$ cat config.mk
export PLATFORM = sky130hd
export DESIGN_NAME = sorted_insert_pop_max_buffer
export DESIGN_NICKNAME = d
export VERILOG_FILES = /design/src/sv/sipmb_pkg.sv /design/src/sv/sorted_insert_pop_max_buffer.sv /design/src/sv/sipmb_cell.sv
export SDC_FILE = /design/constraint.sdc
export NUM_CORES = 2
export LEC_CHECK = 0
export ABC_CLOCK_PERIOD_IN_PS = 6400
export BUFFER_PORTS_ARGS = -buffer_cell sky130_fd_sc_hd__buf_2
export CAP_MARGIN = 20
export CORE_ASPECT_RATIO = 0.5
export CORE_MARGIN = 2
export CORE_UTILIZATION = 40
export CTS_CLUSTER_SIZE = 25
export DETAILED_ROUTE_END_ITERATION = 8
export MAX_ROUTING_LAYER = met4
export PLACE_DENSITY = 0.59
export SLEW_MARGIN = 20
export SYNTH_ARGS = -nofsm -noshare
export SYNTH_HDL_FRONTEND = slang
export SYNTH_HIERARCHICAL = 1
export SYNTH_SLANG_ARGS = --single-unit
$ cat constraint.sdc
create_clock -name i_clk -period 6.4 [get_ports i_clk]
set_input_delay 1.28 -clock i_clk [delete_from_list [all_inputs] [get_ports i_clk]]
set_output_delay 1.28 -clock i_clk [all_outputs]
set_load 0.05 [all_outputs]
$ cat src/sv/sipmb_pkg.sv
// Package for the sorted insert / pop-max buffer.
// Holds field widths, operation and status codes and the cell control struct.
// No dependencies.
package sipmb_pkg;

    localparam int KEY_W    = 16;
    localparam int TAG_W    = 16;
    localparam int STATUS_W = 2;
    localparam int RANK_W   = 4;
    localparam int FILL_W   = 5;

    // Stream widths, fields packed from bit 0 and padded to whole bytes.
    localparam int IN_BITS   = 1 + KEY_W + TAG_W;
    localparam int IN_DATA_W = ((IN_BITS + 7) / 8) * 8;
    localparam int OUT_BITS  = STATUS_W + KEY_W + TAG_W + RANK_W + FILL_W;
    localparam int OUT_DATA_W = ((OUT_BITS + 7) / 8) * 8;

    typedef enum logic {
        OP_INSERT = 1'b0,
        OP_REMOVE = 1'b1
    } t_op;

    typedef enum logic [STATUS_W-1:0] {
        ST_INSERTED  = 2'd0,
        ST_DROPPED   = 2'd1,
        ST_POPPED    = 2'd2,
        ST_POP_EMPTY = 2'd3
    } t_status;

    // Per-cycle command broadcast to every cell.
    typedef struct packed {
        logic ins;  // sorted insert of the new entry
        logic pop;  // shift everything toward cell 0
    } t_cell_ctl;

endpackage

$ cat src/sv/sorted_insert_pop_max_buffer.sv
// Top level of the sorted insert / pop-max buffer: cell chain, fill count, result register.
// Depends on sipmb_pkg and sipmb_cell.
//
//  Channel  | Dir | tdata fields, low bit first                         | tlast/tuser
//  s_axis   | in  | operation[0] key[16:1] tag[32:17], pad to 40        | none
//  m_axis   | out | status[1:0] out_key[17:2] out_tag[33:18]            | none
//           |     | out_rank[37:34] fill_level[42:38], pad to 48        |
//
// One transaction per cycle while the result is not stalled: every cell compares its key with the new one and
// shifts in parallel, so an insert or a pop finishes in the accept cycle.
// The result register loads at the accepting edge; the result is offered from the next cycle.
// Reset (synchronous, active low) clears the fill count and the result valid;
// cell contents are not reset and are only read below the fill count.
// A stalled result holds s_axis_tready low while m_axis_tready is low.
module sorted_insert_pop_max_buffer #(
    parameter int DEPTH = 16
) (
    input  logic                                i_clk,
    input  logic                                i_rst_n,
    input  logic                                s_axis_tvalid,
    output logic                                s_axis_tready,
    // operation, key, tag
    input  logic [sipmb_pkg::IN_DATA_W-1:0]     s_axis_tdata,
    output logic                                m_axis_tvalid,
    input  logic                                m_axis_tready,
    // status, out_key, out_tag, out_rank, fill_level
    output logic [sipmb_pkg::OUT_DATA_W-1:0]    m_axis_tdata
);
    import sipmb_pkg::*;

    localparam int CNT_W = $clog2(DEPTH + 1);

    // Input field unpack.
    t_op              w_op;
    logic [KEY_W-1:0] w_key;
    logic [TAG_W-1:0] w_tag;
    assign w_op  = t_op'(s_axis_tdata[0]);
    assign w_key = s_axis_tdata[KEY_W:1];
    assign w_tag = s_axis_tdata[KEY_W+TAG_W:KEY_W+1];

    logic             w_accept;
    logic             w_full;
    logic             w_empty;
    t_cell_ctl        w_ctl;
    logic [CNT_W-1:0] r_count, n_count;

    assign s_axis_tready = !m_axis_tvalid || m_axis_tready;
    assign w_accept      = s_axis_tvalid && s_axis_tready;
    assign w_full        = (r_count == CNT_W'(DEPTH));
    assign w_empty       = (r_count == '0);

    always_comb begin
        w_ctl.ins = w_accept && (w_op == OP_INSERT) && !w_full;
        w_ctl.pop = w_accept && (w_op == OP_REMOVE) && !w_empty;
    end

    // Cell chain, kept in descending key order: cell 0 holds the largest key,
    // and among equal keys the newest one sits closest to cell 0.
    logic [KEY_W-1:0] w_cell_key [DEPTH];
    logic [TAG_W-1:0] w_cell_tag [DEPTH];
    logic             w_cell_le  [DEPTH];

    for (genvar gi = 0; gi < DEPTH; gi++) begin : g_cell
        logic             w_left_le;
        logic [KEY_W-1:0] w_left_key, w_right_key;
        logic [TAG_W-1:0] w_left_tag, w_right_tag;

        if (gi == 0) begin : g_head
            assign w_left_le  = 1'b0;
            assign w_left_key = '0;
            assign w_left_tag = '0;
        end else begin : g_mid
            assign w_left_le  = w_cell_le[gi-1];
            assign w_left_key = w_cell_key[gi-1];
            assign w_left_tag = w_cell_tag[gi-1];
        end

        if (gi == DEPTH - 1) begin : g_tail
            // Vacated on pop; contents beyond the fill count are never read.
            assign w_right_key = '0;
            assign w_right_tag = '0;
        end else begin : g_body
            assign w_right_key = w_cell_key[gi+1];
            assign w_right_tag = w_cell_tag[gi+1];
        end

        sipmb_cell u_cell (
            .i_clk       (i_clk),
            .i_ctl       (w_ctl),
            .i_new_key   (w_key),
            .i_new_tag   (w_tag),
            .i_occupied  (CNT_W'(gi) < r_count),
            .i_at_end    (CNT_W'(gi) == r_count),
            .i_left_le   (w_left_le),
            .i_left_key  (w_left_key),
            .i_left_tag  (w_left_tag),
            .i_right_key (w_right_key),
            .i_right_tag (w_right_tag),
            .o_le        (w_cell_le[gi]),
            .o_key       (w_cell_key[gi]),
            .o_tag       (w_cell_tag[gi])
        );
    end

    // Fill count.
    always_comb begin
        n_count = r_count;
        if (w_ctl.ins) begin
            n_count = r_count + CNT_W'(1);
        end else if (w_ctl.pop) begin
            n_count = r_count - CNT_W'(1);
        end
    end

    // Result register.
    logic              r_out_valid;
    t_status           r_status,  n_status;
    logic [KEY_W-1:0]  r_out_key, n_out_key;
    logic [TAG_W-1:0]  r_out_tag, n_out_tag;
    logic [RANK_W-1:0] r_rank,    n_rank;
    logic [FILL_W-1:0] r_fill;

    always_comb begin
        n_status  = ST_INSERTED;
        n_out_key = '0;
        n_out_tag = '0;
        n_rank    = '0;
        if (w_op == OP_INSERT) begin
            n_status = w_full ? ST_DROPPED : ST_INSERTED;
        end else if (w_empty) begin
            n_status = ST_POP_EMPTY;
        end else begin
            // Top of the queue is always cell 0; its rank is the count left.
            n_status  = ST_POPPED;
            n_out_key = w_cell_key[0];
            n_out_tag = w_cell_tag[0];
            n_rank    = RANK_W'(r_count - CNT_W'(1));
        end
    end

    always_ff @(posedge i_clk) begin
        if (!i_rst_n) begin
            r_count     <= '0;
            r_out_valid <= 1'b0;
        end else begin
            r_count <= n_count;
            if (w_accept) begin
                r_out_valid <= 1'b1;
            end else if (m_axis_tready) begin
                r_out_valid <= 1'b0;
            end
        end
    end

    always_ff @(posedge i_clk) begin
        if (w_accept) begin
            r_status  <= n_status;
            r_out_key <= n_out_key;
            r_out_tag <= n_out_tag;
            r_rank    <= n_rank;
            r_fill    <= FILL_W'(n_count);
        end
    end

    assign m_axis_tvalid = r_out_valid;
    assign m_axis_tdata  = {(OUT_DATA_W - OUT_BITS)'(0), r_fill, r_rank,
                            r_out_tag, r_out_key, r_status};

endmodule

$ cat src/sv/sipmb_cell.sv
// One storage cell of the sorted buffer chain: a key/tag pair and its shift logic.
// Depends on sipmb_pkg.
module sipmb_cell (
    input  logic                      i_clk,
    input  sipmb_pkg::t_cell_ctl      i_ctl,
    input  logic [sipmb_pkg::KEY_W-1:0] i_new_key,
    input  logic [sipmb_pkg::TAG_W-1:0] i_new_tag,
    input  logic                      i_occupied,  // cell holds a live entry
    input  logic                      i_at_end,    // first free cell
    input  logic                      i_left_le,   // left neighbor shifts right
    input  logic [sipmb_pkg::KEY_W-1:0] i_left_key,
    input  logic [sipmb_pkg::TAG_W-1:0] i_left_tag,
    input  logic [sipmb_pkg::KEY_W-1:0] i_right_key,
    input  logic [sipmb_pkg::TAG_W-1:0] i_right_tag,
    output logic                      o_le,        // live and key <= new key
    output logic [sipmb_pkg::KEY_W-1:0] o_key,
    output logic [sipmb_pkg::TAG_W-1:0] o_tag
);
    import sipmb_pkg::*;

    logic [KEY_W-1:0] r_key, n_key;
    logic [TAG_W-1:0] r_tag, n_tag;

    assign o_le  = i_occupied && (r_key <= i_new_key);
    assign o_key = r_key;
    assign o_tag = r_tag;

    always_comb begin
        n_key = r_key;
        n_tag = r_tag;
        if (i_ctl.ins) begin
            if (i_left_le) begin
                n_key = i_left_key;
                n_tag = i_left_tag;
            end else if (o_le || i_at_end) begin
                n_key = i_new_key;
                n_tag = i_new_tag;
            end
        end else if (i_ctl.pop) begin
            n_key = i_right_key;
            n_tag = i_right_tag;
        end
    end

    always_ff @(posedge i_clk) begin
        r_key <= n_key;
        r_tag <= n_tag;
    end

endmodule
==> flow_summary.yaml <==
die:
  die_area_um2: 91500
  ios: 94
  start_util_pct: 40.32
  core_area_um2: 88250
  rows: 77
  die_h_um: 214.9
  die_w_um: 425.8
grt:
  grt_max_degree: 276
  antenna_found_initial: 6
  grt_remaining_overflow: 0
  grt_usage_pct: 19.02
  grt_pass1_vias: 23630
  grt_first_pass_wirelength_mm: 135.2
sta:
  report.final.hold_viol_count: 0
  fin_setup_tns_ns: 0
  period_needed_ns: 4.419
  fin_skew_ns: 0.02508
  post-route-period-util_pct: 69.04
  timing.fmax_mhz: 226.3
  worst_pin_slew_ns: 1.200
  slew_viol_final: 0
  finalWorstSetupSlack_ns: 1.981
  rsz0062_at_grt: "false"
  timing.slew.headroom_pct: 20.00
  finalSetupViolCount: 0
clock_network:
  clockBufferDepth: 3
  cts.clk_slew.worst_paths_ns: 0.06
  clkLatencyLatePin_ns: 0.64
  cts_resized: 0
  cts_tree: "yes"
  cts_sinks: 561
  hold_buffers: 0
  cts_max_level: 2
  postCtsSetupBuffers: 0
  cts_inserted_buffers: 57
  cts_root_buf: "clkbuf_16"
setup_path:
  cp.required_ns: 6.77
  end_kind: "flip-flop"
  critPathArrivalTime_ns: 4.79
  cp_top_family: "compound AO/OA/AOI/OAI gates"
  path_class: "in -> reg"
  crit_buf_inv: 3
  rr_startpoint: "r_count[1]"
  reg2reg_to: "g_cell[11].u_cell/o_tag[14]"
  r2r_cells: 8
  r2r_slack_ns: 2.21
  slowest_stage: "buf_2"
  cp_cell_sequence: "buf_2, inv_1, ha_1, nand4_2, nor3_2, a21boi_2, o31a_1, nor2_4, nor3b_1, o2bb2ai_1, a21oi_4, buf_4"
  cp_max_fo: 32
  cp-start-kind: "primary input"
  slowest_delay_ns: 0.58
layout:
  postLayoutCoreUtil_pct: 44.30
  syn2layout_area_growth_pct: 9.877
  final_cell_mix: "596 x a21oi_1, 555 x edfxtp_1, 531 x nor2_1, 515 x mux2i_1, 281 x inv_1"
  drive_above_1_share_pct: 9.078
  final_cell_area_um2: 39100
  final_common_cell: "a21oi_1"
  fin_nets: 3752
place:
  dpl-instance-area_um2: 37260
  port_buffers: 81
  dp_hpwl_mm: 62.45
  pre_cts_ws_ns: 1.418
  gp_congestion: 0.8977
routing:
  vias: 24520
  avgRoutedWirePerCell_um: 18.38
  drcViolationCount: 0
  drt_first_pass_iters: 5
  drt_iter0_drc: 1847
  viasPerCell: 5.236
  drt_wl_total_mm: 86.06
  ant_nets: 0
min_path:
  min-delay-start: "g_cell[15].u_cell/o_tag[11]"
  worstHoldPathCells: 2
  hold_path.class: "reg -> reg"
  whs_endpoint: "g_cell[14].u_cell/o_tag[11]"
pwr:
  clockPowerShare_pct: 26.4
  sw_frac_of_total_pct: 34.42
  cellInternalPower_w: 0.007956
  pwr-share-comb_pct: 29.4
  p_seq_share_pct: 44.3
  vdd_drop_max_mv: 0.2171
  power.leakage_nw: 14.73
  cellPowerDensity_nw_per_um2: 310.3
  netSwitchingPower_w: 0.004176
yosys:
  syn_area_um2: 35580
  ys.warnings.count: 6
  syn_avg_cell_area_um2: 10.48
  postSynthCellCount: 3395
outcome:
  status: "finished clean"
run:
  drv_cap: 0
==> area by class of cell <==
| type | instances | area [µm²] |
|---|---|---|
| clock inverter | 37 | 226.5 |
| sequential | 561 | 16790 |
| multi-input combinational | 2423 | 17220 |
| clock buffer | 67 | 1485 |
| tap | 1185 | 1483 |
| antenna | 6 | 15.01 |
| timing repair buffer | 122 | 825.8 |
| fill | 8426 | 49150 |
| inverter | 282 | 1059 |
==> sequential cells by signal (all words and copies together) (netlist names) <==
register and flops:
r_count 5, r_fill 5, g_cell.u_cell/o_key 256, r_out_key 16
g_cell.u_cell/o_tag 256, m_axis_tvalid 1, r_rank 4, r_out_tag 16
r_status 2
==> worst max-delay path by stage <==
stage               depth (start not counted)              from                          end
global route                               12  s_axis_tdata[13]   g_cell[15].u_cell/o_tag[8]
detailed placement                         12  s_axis_tdata[16]   g_cell[15].u_cell/o_tag[4]
floorplan                                   8     m_axis_tready    g_cell[9].u_cell/o_key[0]
CTS                                        12  s_axis_tdata[16]   g_cell[15].u_cell/o_tag[8]
global placement                           12  s_axis_tdata[16]  g_cell[15].u_cell/o_tag[15]
finish                                     12  s_axis_tdata[16]   g_cell[13].u_cell/o_tag[4]
==> layer usage <==
| metal | share of wire (%) | track usage, % | routed length [µm] | vias to the layer above |
|---|---|---|---|---|
| met1 | 52 | 28.99 | 44500 | 11400 |
| met5 | 0 | - | 0 | - |
| li1 | - | - | - | 12430 |
| met4 | 1.9 | 4.134 | 1644 | 0 |
| met3 | 6.0 | 2.838 | 5125 | 110 |
| met2 | 40 | 26.33 | 34790 | 577 |
==> power groups by stage <==
stage	clock, W	sequential (W)	combinational [W]
after CTS	0.00330	0.00537	0.00353
after detailed placement	0	0.00545	0.00352
after global placement	0	0.00542	0.00341
after floorplan	0	0.00543	0.00253
after global routing	0.00343	0.00545	0.00392
final	0.00320	0.00537	0.00356
==> stage by stage <==
step,total power [W],hold WS [ns],std cells
5_1_grt,0.01280,0.5841,4682
3_5_place_dp,0.008970,0.5581,4569
6_report,0.01213,0.5716,4683
4_1_cts,0.01220,0.5686,4673
3_3_place_gp,0.008837,0.5497,4568
2_1_floorplan,0.007958,0.5377,3464
==> worst reg2reg max path, delay by kind of cell (launching register included) <==
kind / cells / cell delay, ns
and+or+nand+nor: 1 / 0.78
buffers and inverters: 3 / 1.31
adders and majority gates: 1 / 0.33
AOI/OAI and AO/OA: 3 / 0.73
DFF: 1 / 0.65
No activity file was read; power rests on OpenSTA's default activity.
